## config.mk

```make
export PLATFORM = sky130hd
export DESIGN_NAME = integer_to_ascii_formatter
export DESIGN_NICKNAME = d
export VERILOG_FILES = /design/src/design/i2a_pkg.sv /design/src/design/integer_to_ascii_formatter.sv
export VERILOG_INCLUDE_DIRS = /design/src /design/src/design
export SDC_FILE = /design/constraint.sdc
export NUM_CORES = 1
export LEC_CHECK = 0
export BUFFER_PORTS_ARGS = -buffer_cell sky130_fd_sc_hd__buf_2
export CORE_MARGIN = 3
export CORE_UTILIZATION = 61
export DETAILED_ROUTE_END_ITERATION = 16
export GPL_TIMING_DRIVEN = 0
export PLACE_DENSITY = 0.78
export SYNTH_ARGS = -nofsm -noshare
export SYNTH_HDL_FRONTEND = slang
export SYNTH_SLANG_ARGS = --single-unit
```

## constraint.sdc

```tcl
create_clock -name clock -period 19.5 [get_ports clock]
set_input_delay 1.95 -clock clock [delete_from_list [all_inputs] [get_ports clock]]
set_output_delay 1.95 -clock clock [all_outputs]
set_load 0.02 [all_outputs]
```

## src/design/integer_to_ascii_formatter_macros.svh

```systemverilog
// assertion macros for the integer to ascii formatter
`ifndef INTEGER_TO_ASCII_FORMATTER_MACROS_SVH
`define INTEGER_TO_ASCII_FORMATTER_MACROS_SVH

`ifndef SYNTHESIS
// same-cycle implication
`define I2A_ASSERT_IMP(lbl, clk, rst, ante, cons) \
   lbl: assert property (@(posedge clk) disable iff (rst) (ante) |-> (cons)) \
      else $error("assertion failed");
// next-cycle implication
`define I2A_ASSERT_NXT(lbl, clk, rst, ante, cons) \
   lbl: assert property (@(posedge clk) disable iff (rst) (ante) |=> (cons)) \
      else $error("assertion failed");
`else
`define I2A_ASSERT_IMP(lbl, clk, rst, ante, cons)
`define I2A_ASSERT_NXT(lbl, clk, rst, ante, cons)
`endif

`endif

```

## src/design/i2a_pkg.sv

```systemverilog
package i2a_pkg;

   // format commands
   localparam logic [1:0] CMD_SDEC = 2'd0;
   localparam logic [1:0] CMD_UDEC = 2'd1;
   localparam logic [1:0] CMD_LHEX = 2'd2;
   localparam logic [1:0] CMD_UHEX = 2'd3;

   localparam int I2A_MAX_DIGITS = 10;
   localparam int I2A_CNT_W      = 4;
   localparam int I2A_QUOT_W     = 29;

   // floor(n * I2A_RECIP10 / 2**35) == n / 10 for every 32-bit n
   localparam logic [31:0] I2A_RECIP10 = 32'hCCCC_CCCD;
   localparam int          I2A_RECIP_SHIFT = 35;

   localparam logic [7:0] ASC_ZERO  = 8'h30;
   localparam logic [7:0] ASC_MINUS = 8'h2D;
   localparam logic [7:0] ASC_LOW_A = 8'h61;
   localparam logic [7:0] ASC_UP_A  = 8'h41;

   typedef enum logic [2:0] {
      ST_IDLE,
      ST_MUL,
      ST_DIG,
      ST_HEX,
      ST_EMIT
   } state_type;

   function automatic logic [7:0] i2a_ascii(input logic [3:0] nib, input logic upper);
      logic [7:0] base;
      if (nib < 4'd10) begin
         i2a_ascii = ASC_ZERO + {4'b0, nib};
      end else begin
         base = upper ? ASC_UP_A : ASC_LOW_A;
         i2a_ascii = base + {4'b0, nib} - 8'd10;
      end
   endfunction

endpackage

```

## src/design/integer_to_ascii_formatter.sv

```systemverilog
// each decimal digit takes a multiply on the 32x32 reciprocal multiplier
// (ST_MUL), then a digit extract (ST_DIG); each hex digit takes ST_HEX alone;
// characters then leave one per cycle through the output register while rsp_tready allows.
// req_tready is low from acceptance until the last character is loaded.
// reset (synchronous, active high) clears the sequencer and the output valid.
`include "integer_to_ascii_formatter_macros.svh"

module integer_to_ascii_formatter
   import i2a_pkg::*;
(
   input  logic        clock,
   input  logic        reset,
   input  logic        req_tvalid,
   output logic        req_tready,
   input  logic [31:0] req_tdata,   // value[31:0]
   input  logic [1:0]  req_tuser,   // cmd[1:0]
   output logic        rsp_tvalid,
   input  logic        rsp_tready,
   output logic [7:0]  rsp_tdata,   // character[7:0]
   output logic        rsp_tlast
);

   state_type state_ff, state_in;
   logic [31:0] mag_ff, mag_in;
   logic [63:0] prod_ff, prod_in;
   logic [I2A_CNT_W-1:0] cnt_ff, cnt_in;
   logic neg_ff, neg_in;
   logic upper_ff, upper_in;
   logic [3:0] digits_ff [I2A_MAX_DIGITS];
   logic rsp_tvalid_ff, rsp_tvalid_in;
   logic [7:0] rsp_tdata_ff, rsp_tdata_in;
   logic rsp_tlast_ff, rsp_tlast_in;

   logic push_en;
   logic [3:0] push_val;
   logic out_free;
   logic [I2A_QUOT_W-1:0] quot;
   logic [3:0] q10_lo;
   logic [I2A_CNT_W-1:0] top_idx;
   logic is_neg;
   logic pop_last;

   assign out_free = !rsp_tvalid_ff || rsp_tready;
   assign quot     = prod_ff[63:I2A_RECIP_SHIFT];
   // only the low nibble of quot*10 matters, the remainder is below ten
   assign q10_lo   = 4'({quot[2:0], 1'b0} + {quot[0], 3'b0});
   assign top_idx  = cnt_ff - I2A_CNT_W'(1);
   assign is_neg   = (req_tuser == CMD_SDEC) && req_tdata[31];
   assign pop_last = (cnt_ff == I2A_CNT_W'(1)) && !neg_ff;

   always_comb begin
      state_in      = state_ff;
      mag_in        = mag_ff;
      prod_in       = prod_ff;
      cnt_in        = cnt_ff;
      neg_in        = neg_ff;
      upper_in      = upper_ff;
      push_en       = 1'b0;
      push_val      = 4'd0;
      rsp_tvalid_in = rsp_tvalid_ff && !rsp_tready;
      rsp_tdata_in  = rsp_tdata_ff;
      rsp_tlast_in  = rsp_tlast_ff;
      req_tready    = 1'b0;
      unique case (state_ff)
         ST_IDLE: begin
            req_tready = 1'b1;
            if (req_tvalid) begin
               neg_in   = is_neg;
               upper_in = (req_tuser == CMD_UHEX);
               mag_in   = is_neg ? 32'(32'd0 - req_tdata) : req_tdata;
               cnt_in   = '0;
               state_in = (req_tuser == CMD_LHEX || req_tuser == CMD_UHEX) ? ST_HEX : ST_MUL;
            end
         end
         ST_MUL: begin
            prod_in  = 64'(mag_ff) * 64'(I2A_RECIP10);
            state_in = ST_DIG;
         end
         ST_DIG: begin
            push_en  = 1'b1;
            push_val = mag_ff[3:0] - q10_lo;
            mag_in   = 32'(quot);
            cnt_in   = cnt_ff + I2A_CNT_W'(1);
            state_in = (quot == '0) ? ST_EMIT : ST_MUL;
         end
         ST_HEX: begin
            push_en  = 1'b1;
            push_val = mag_ff[3:0];
            mag_in   = {4'd0, mag_ff[31:4]};
            cnt_in   = cnt_ff + I2A_CNT_W'(1);
            state_in = (mag_ff[31:4] == '0) ? ST_EMIT : ST_HEX;
         end
         ST_EMIT: begin
            if (out_free) begin
               rsp_tvalid_in = 1'b1;
               if (neg_ff) begin
                  rsp_tdata_in = ASC_MINUS;
                  rsp_tlast_in = 1'b0;
                  neg_in       = 1'b0;
               end else begin
                  rsp_tdata_in = i2a_ascii(digits_ff[top_idx], upper_ff);
                  rsp_tlast_in = pop_last;
                  cnt_in       = top_idx;
                  if (pop_last) begin
                     state_in = ST_IDLE;
                  end
               end
            end
         end
         default: state_in = ST_IDLE;
      endcase
   end

   always_ff @(posedge clock) begin
      if (reset) begin
         state_ff      <= ST_IDLE;
         cnt_ff        <= '0;
         neg_ff        <= 1'b0;
         rsp_tvalid_ff <= 1'b0;
      end else begin
         state_ff      <= state_in;
         cnt_ff        <= cnt_in;
         neg_ff        <= neg_in;
         rsp_tvalid_ff <= rsp_tvalid_in;
      end
   end

   always_ff @(posedge clock) begin
      mag_ff       <= mag_in;
      prod_ff      <= prod_in;
      upper_ff     <= upper_in;
      rsp_tdata_ff <= rsp_tdata_in;
      rsp_tlast_ff <= rsp_tlast_in;
      if (push_en) begin
         digits_ff[cnt_ff] <= push_val;
      end
   end

   assign rsp_tvalid = rsp_tvalid_ff;
   assign rsp_tdata  = rsp_tdata_ff;
   assign rsp_tlast  = rsp_tlast_ff;

   `I2A_ASSERT_IMP(a_stack_bound, clock, reset,
      (state_ff == ST_DIG || state_ff == ST_HEX), (cnt_ff < I2A_CNT_W'(I2A_MAX_DIGITS)))
   `I2A_ASSERT_IMP(a_emit_nonempty, clock, reset, (state_ff == ST_EMIT), (cnt_ff != '0))
   `I2A_ASSERT_NXT(a_last_loaded, clock, reset,
      (state_ff == ST_EMIT && out_free && pop_last), (rsp_tvalid_ff && rsp_tlast_ff))
   `I2A_ASSERT_IMP(a_sign_dec_only, clock, reset,
      (neg_ff && state_ff != ST_IDLE), (state_ff != ST_HEX && !upper_ff))

endmodule
```

# Yosys cells after proc, flatten, opt, wreduce, memory -nomap -nowiden
# Memories as Yosys holds them, arrays and structs flattened.
# Index checks and enable logic that the tools add are counted.
[op_classes] n_addsub=8 n_mul=1 n_div=0 order_cmp=1 eq_ne=11 shifts=0 mux=27 n_bitwise=0 reduce_logical=22
[op_table] cell="case mux 32 bit (3 select lines)" n=1
[op_table] cell="multiplier 32 x 32 -> 64 bit, second input constant" n=1
[op_table] cell="2-to-1 mux 32 bit" n=2
[op_table] cell="subtractor 1 x 32 -> 32 bit, first input constant" n=1
[op_table] cell="zero test 29 bit" n=1
[op_table] cell="zero test 28 bit" n=1
[op_table] cell="2-to-1 mux 3 bit" n=6
[op_table] cell="case mux 3 bit (5 select lines)" n=1
[op_table] cell="2-to-1 mux 4 bit" n=3
[op_table] cell="case mux 4 bit (3 select lines)" n=1
[op_table] cell="adder 7 x 4 -> 8 bit" n=1
[op_table] cell="2-to-1 mux 1 bit" n=8
[op_table] cell="2-to-1 mux 8 bit" n=1
[op_table] cell="!= test 2 bit, second input constant" n=4
[op_table] cell="case mux 4 bit (2 select lines)" n=1
[op_table] cell="AND reduction 4 bit" n=2
[op_table] cell="subtractor 8 x 4 -> 8 bit, second input constant" n=1
[op_table] cell="adder 6 x 4 -> 7 bit, first input constant" n=1
[op_table] cell="== test 3 x 2 -> 1 bit, second input constant" n=2
[op_table] cell="2-to-1 mux 6 bit" n=1
[op_table] cell="AND reduction 2 bit" n=3
[op_table] cell="nonzero test 3 bit" n=2
[op_table] cell="adder 4 x 1 -> 4 bit, second input constant" n=1
[op_table] cell="adder 4 bit" n=1
[op_table] cell="17 further kinds" n=23
[totals] register_bits=115 latchBits=0 ram_bits=40 romBits=0 word_cells=80 mem_count=1
[memory_table] name="digits_ff" words=10 width=4 rd=1 rd_clocked_by_memory_dff=0 wr=1 line="integer_to_ascii_formatter.sv:29" rtl="logic [3:0] digits_ff [I2A_MAX_DIGITS];"

# Depth between registers and ports, before layout
[logic_depth] ltp_word=6 mapped_depth=25

# Least setup slack after synthesis
# OpenSTA, ideal clock, no wires.
[synth_path] kind="flip-flop to flip-flop" startpoint="reg mag_ff[19]" endpoint="reg prod_ff[57] (data pin)" setup_time_ps=261 arrival_time_ps=6502 path_slack_ps=12738 stages_incl_launch_ff=24 path_buffers=0 path_cell_list="edfxtp_1 ha_1 inv_1 fa_1 inv_1 fa_1 inv_1 fa_1 inv_1 fa_1 fa_1 fa_1 inv_1 fa_1 inv_1 ha_1 and3_1 nand3_1 a211o_1 a41oi_1 nand4b_1 o21ba_2 nand2b_1 o311a_1"
[synth_between] elab_chain_cells=1
[synth_rtl] item="from (decl)" line="integer_to_ascii_formatter.sv:24" rtl="logic [31:0] mag_ff, mag_in;"
[synth_rtl] item="from (signal assigned)" line="integer_to_ascii_formatter.sv:129" rtl="mag_ff <= mag_in;"
[synth_rtl] item="multiplier 32 x 32 -> 64 bit" line="integer_to_ascii_formatter.sv:76" rtl="prod_in = 64'(mag_ff) * 64'(I2A_RECIP10);"
[synth_rtl] item="to (signal assigned)" line="integer_to_ascii_formatter.sv:130" rtl="prod_ff <= prod_in;"
[synth_rtl] item="to (decl)" line="integer_to_ascii_formatter.sv:25" rtl="logic [63:0] prod_ff, prod_in;"
# No other way between the ends.
# A chain may end at the register's enable or synchronous reset.

# Final worst setup path
[layout_path] startpoint="reg mag_ff[5]" endpoint="reg prod_ff[55] (data pin)"
# Same word-level chain as after synthesis.

==> results by stage <==
Timing:
- The shortest period the worst path allows is 8.75 ns.
- The final number of hold-violating endpoints was 0.
- For the pin with the worst max-slew slack, the measured transition is 1.20 ns.
- The portion of the clock cycle consumed by the worst path in the final layout is 44.9%.
- The largest clock skew in the final design is 0.00976 ns.
- Headroom to the max-slew limit came out at 18.1%.
- The aggregate negative setup slack is 0 ns.
- Setup repair after global routing left no endpoint under its margin.
- The fmax is 114 MHz.
- The final-report max-slew violation count came to 0.
- Setup violations remaining at the end of the flow were counted as 0.

CTS:
- The maximum count of clock buffers along a single path is 2.
- The clock net in this run drives a total of 119 sinks.
- The source-to-sink clock delay at the later pin of the worst-skew pair is 0.42 ns.
- The cell chosen for the clock root is sky130_fd_sc_hd__clkbuf_16.
- The count of H-tree levels built during CTS is 4.
- The number of setup buffers added after CTS is 0.
- Clock tree synthesis inserted a total of 17 buffers.
- The TritonCTS clock tree is done.
- Clock-pin slew was measured on the worst setup and hold paths at 0.06 ns.
- Post-CTS repair changed the size of 0 cells.
- The number of buffers inserted for hold repair after clock tree synthesis is 0.

Worst hold path:
- The tightest min-delay check is of the flop to flop type.
- Counting instances, the worst hold path has a depth of 2.

Detailed routing:
- The count of TritonRoute iterations in the first routing pass is 5.
- The remaining antenna violation count after routing is 0.
- Dividing the detail-routed wire length by the instance count gives 22.5 um.
- The initial DRC count is 1290.
- Wire segments on met3 add up to 4260 um in the final route.
- The total vias in the final route is 16923.
- The DRC violations left is 0.
- The met1 routed wirelength after detailed routing is 25900 um.
- Routed signal wires occupy layers up through met4.
- The length of routed met2 wiring is 30400 um.
- Using the TritonRoute via totals, the vias-per-cell ratio works out to 5.87.
- The post-detailed-routing wire length is 64800 um.

Yosys:
- The count of unique library cells instantiated by Yosys is 70.
- The adder-cell area share of the yosys netlist is 53.2%.
- By area, the combinational part of the netlist is dominated by adder cells.
- After synthesis, the share of flip-flops with an asynchronous set or reset is 0%.
- The number of synthesis warnings is 0.
- Yosys attributes the largest share of cell area to sky130_fd_sc_hd__fa_1, sky130_fd_sc_hd__ha_1, sky130_fd_sc_hd__edfxtp_1.
- The instance count of the mapped netlist is 2299.
- Counting every net in the synthesized netlist gives 3095.
- The synthesized design spends more area on one cell type than any other, namely sky130_fd_sc_hd__fa_1.
- The primary flip-flop cell chosen by synthesis mapping is sky130_fd_sc_hd__edfxtp_1.
- The number of synthesized flops with an enable pin is 110.
- The synthesized netlist occupies a cell area of 23300 um2.
- The post-synthesis share of cell area spent on xor and xnor gates is 4.02%.
- The leading cell type by number of instances after synthesis is sky130_fd_sc_hd__inv_1.
- After synthesis, the largest area contributor takes up 33.2% of total cell area.
- The commonest cells after synthesis are sky130_fd_sc_hd__inv_1, sky130_fd_sc_hd__fa_1, sky130_fd_sc_hd__ha_1, sky130_fd_sc_hd__a21oi_1, sky130_fd_sc_hd__edfxtp_1.
- The area fraction in and, or, nand and nor cells after synthesis is 6.74%.
- In the synthesized netlist, mux cells make up 2.29% of the area.
- The post-synthesis sequential element count is 119.
- The mean area per synthesized cell is 10.1 um2.
- The synthesized netlist devotes 8.71% of its cell area to compound gates.
- The sequential share of the synthesized area is 15.0%.

Place:
- Once detailed placement completed, the half-perimeter wirelength came to 56100 um.
- During placement, the flow inserted port buffers numbering 46.
- The congestion estimate from routability-driven global placement came to 1.00.

Floorplan:
- Pin placement for this block handled 49 I/O pins.
- The die outline width is 201 um.
- Measured along the y axis, the die boundary spans 201 um.
- The floorplan step defined a core boundary enclosing 37100 um2.
- The initial core utilization is 62.7%.
- The number of rows created at floorplan is 70.
- The die footprint is 40600 um2.

GRT:
- The number of antenna violations at the first check in global routing came to 0.
- After global routing the overflow that remains totals 0.
- The first global-routing pass estimated 101000 um of wire.
- Entering global routing, the biggest net connects 33 pins.
- The number of global-route vias before repair came to 17794.
- Across every metal layer, demand over resource in global routing totals 32.9%.

Critical path:
- The highest fanout seen on the critical path is 9.
- The worst setup path category is flop to flop.
- The worst path arrival time is 8.91 ns.
- STA classifies the critical path startpoint as a flop.
- The endpoint class of the critical path is a flop.
- The number of cells on the worst reg-to-reg path is 22.
- The required time of the critical path is 19.66 ns.

Layout:
- The growth of design area from synthesis to finish is 6.42%.
- For this run, the post-layout net count is 3161.
- The repair_antennas step left the layout with diodes totalling 0.
- The layout cell share with drive strength beyond 1 is 4.33%.

Job:
- Max-cap violations in this run came to 0.

Outcome:
- The flow ran to the end, and the final reports show no timing, DRC or antenna violations.
cell families (layout without fill, tap and decap cells):
group,count (synthesis),after routing
buffers and inverters,625,704
adder cells (fa/ha/maj),758,758
flip-flops,119,119
other,1,1
XOR/XNOR,107,107
AO/OA/AOI/OAI,323,323
AND/OR/NAND/NOR,323,323
multiplexers,43,43
critical path, stage by stage (launching register included):
cell and delay (ns):
sky130_fd_sc_hd__edfxtp_1 0.75, sky130_fd_sc_hd__inv_1 0.30, sky130_fd_sc_hd__ha_1 0.53, sky130_fd_sc_hd__xor2_1 0.63, sky130_fd_sc_hd__xor2_1 0.38, sky130_fd_sc_hd__fa_1 0.49, sky130_fd_sc_hd__fa_1 0.56, sky130_fd_sc_hd__fa_1 0.45
sky130_fd_sc_hd__fa_1 0.46, sky130_fd_sc_hd__fa_1 0.50, sky130_fd_sc_hd__inv_1 0.05, sky130_fd_sc_hd__fa_1 0.36, sky130_fd_sc_hd__inv_1 0.15, sky130_fd_sc_hd__ha_1 0.25, sky130_fd_sc_hd__clkbuf_1 0.21, sky130_fd_sc_hd__a21oi_1 0.32
sky130_fd_sc_hd__inv_1 0.07, sky130_fd_sc_hd__a221oi_1 0.40, sky130_fd_sc_hd__nand4_1 0.19, sky130_fd_sc_hd__o21bai_1 0.30, sky130_fd_sc_hd__a311oi_1 0.67, sky130_fd_sc_hd__o21ai_0 0.26, sky130_fd_sc_hd__xor2_1 0.18
flip-flops by register name, indices dropped and copies added, names as in the netlist:
name,flops
cnt_ff,4
rsp_tvalid,1
upper_ff,1
state_ff,3
rsp_tlast,1
neg_ff,1
prod_ff,29
rsp_tdata,7
digits_ff,40
mag_ff,32
final timing paths:
check | slack (ns) | end | startpoint
worst max-delay path | 10.75 | prod_ff[55]$_DFFE_PP_ | mag_ff[5]$_DFFE_PP_
worst min register to register | 0.54 | rsp_tvalid$_SDFF_PP0_ | rsp_tvalid$_SDFF_PP0_
worst max register to register | 10.75 | prod_ff[55]$_DFFE_PP_ | mag_ff[5]$_DFFE_PP_
worst min-delay path | 0.54 | rsp_tvalid$_SDFF_PP0_ | rsp_tvalid$_SDFF_PP0_
layer usage:
metal	up-vias	global-route usage (%)
met4	0	17.2
li1	7565	-
met5	-	0
met3	212	5.11
met1	8447	43.3
met2	699	53.2
final cells by class:
cell class | instances | area [um2]
multi-input cells | 1555 | 17500
fillers | 2905 | 12300
flip-flops and latches | 119 | 3480
inverters | 576 | 2160
well taps | 504 | 631
clock buffers | 19 | 433
repair buffers | 47 | 245
plain buffers | 49 | 193
clock inverters | 13 | 178
cell usage in the layout, fill, tap and decap left out, drive strengths merged, types with 4 or more instances in the layout:
master	instances
inv	578
fa	386
ha	372
a21oi	127
edfxtp	110
nand2	95
nor2	81
clkbuf	61
o21ai	59
xnor2	56
buf	54
xor2	51
a21o	39
mux2i	33
nor3	22
nand4	20
nand3	20
and3	18
and2	17
nor4	12
o31ai	11
o21bai	11
a211oi	9
a31oi	9
dfxtp	9
mux4	8
nor2b	8
o211ai	8
a311oi	7
o21a	7
or3	7
clkinv	7
nand2b	6
o41ai	6
bufinv	4
nor3b	4
through the flow:
| stage | area (um2) | cells | setup slack, ns | util (%) | hold WS (ns) |
|---|---|---|---|---|---|
| 6_report | 24800 | 2882 | 10.75 | 66.8 | 0.538 |
| 5_1_grt | 24800 | 2882 | 10.67 | 66.8 | 0.548 |
| 4_1_cts | 24800 | 2882 | 10.92 | 66.8 | 0.531 |
| 3_5_place_dp | 24200 | 2850 | 10.96 | 65.1 | 0.519 |
| 3_3_place_gp | 24200 | 2849 | 11.07 | 65.0 | 0.502 |
| 2_1_floorplan | 23300 | 2299 | 12.74 | - | 0.517 |
Power is left out: the tool's default activity adds up to more than one toggle a clock period on the data nets, which glitch-free logic cannot reach.
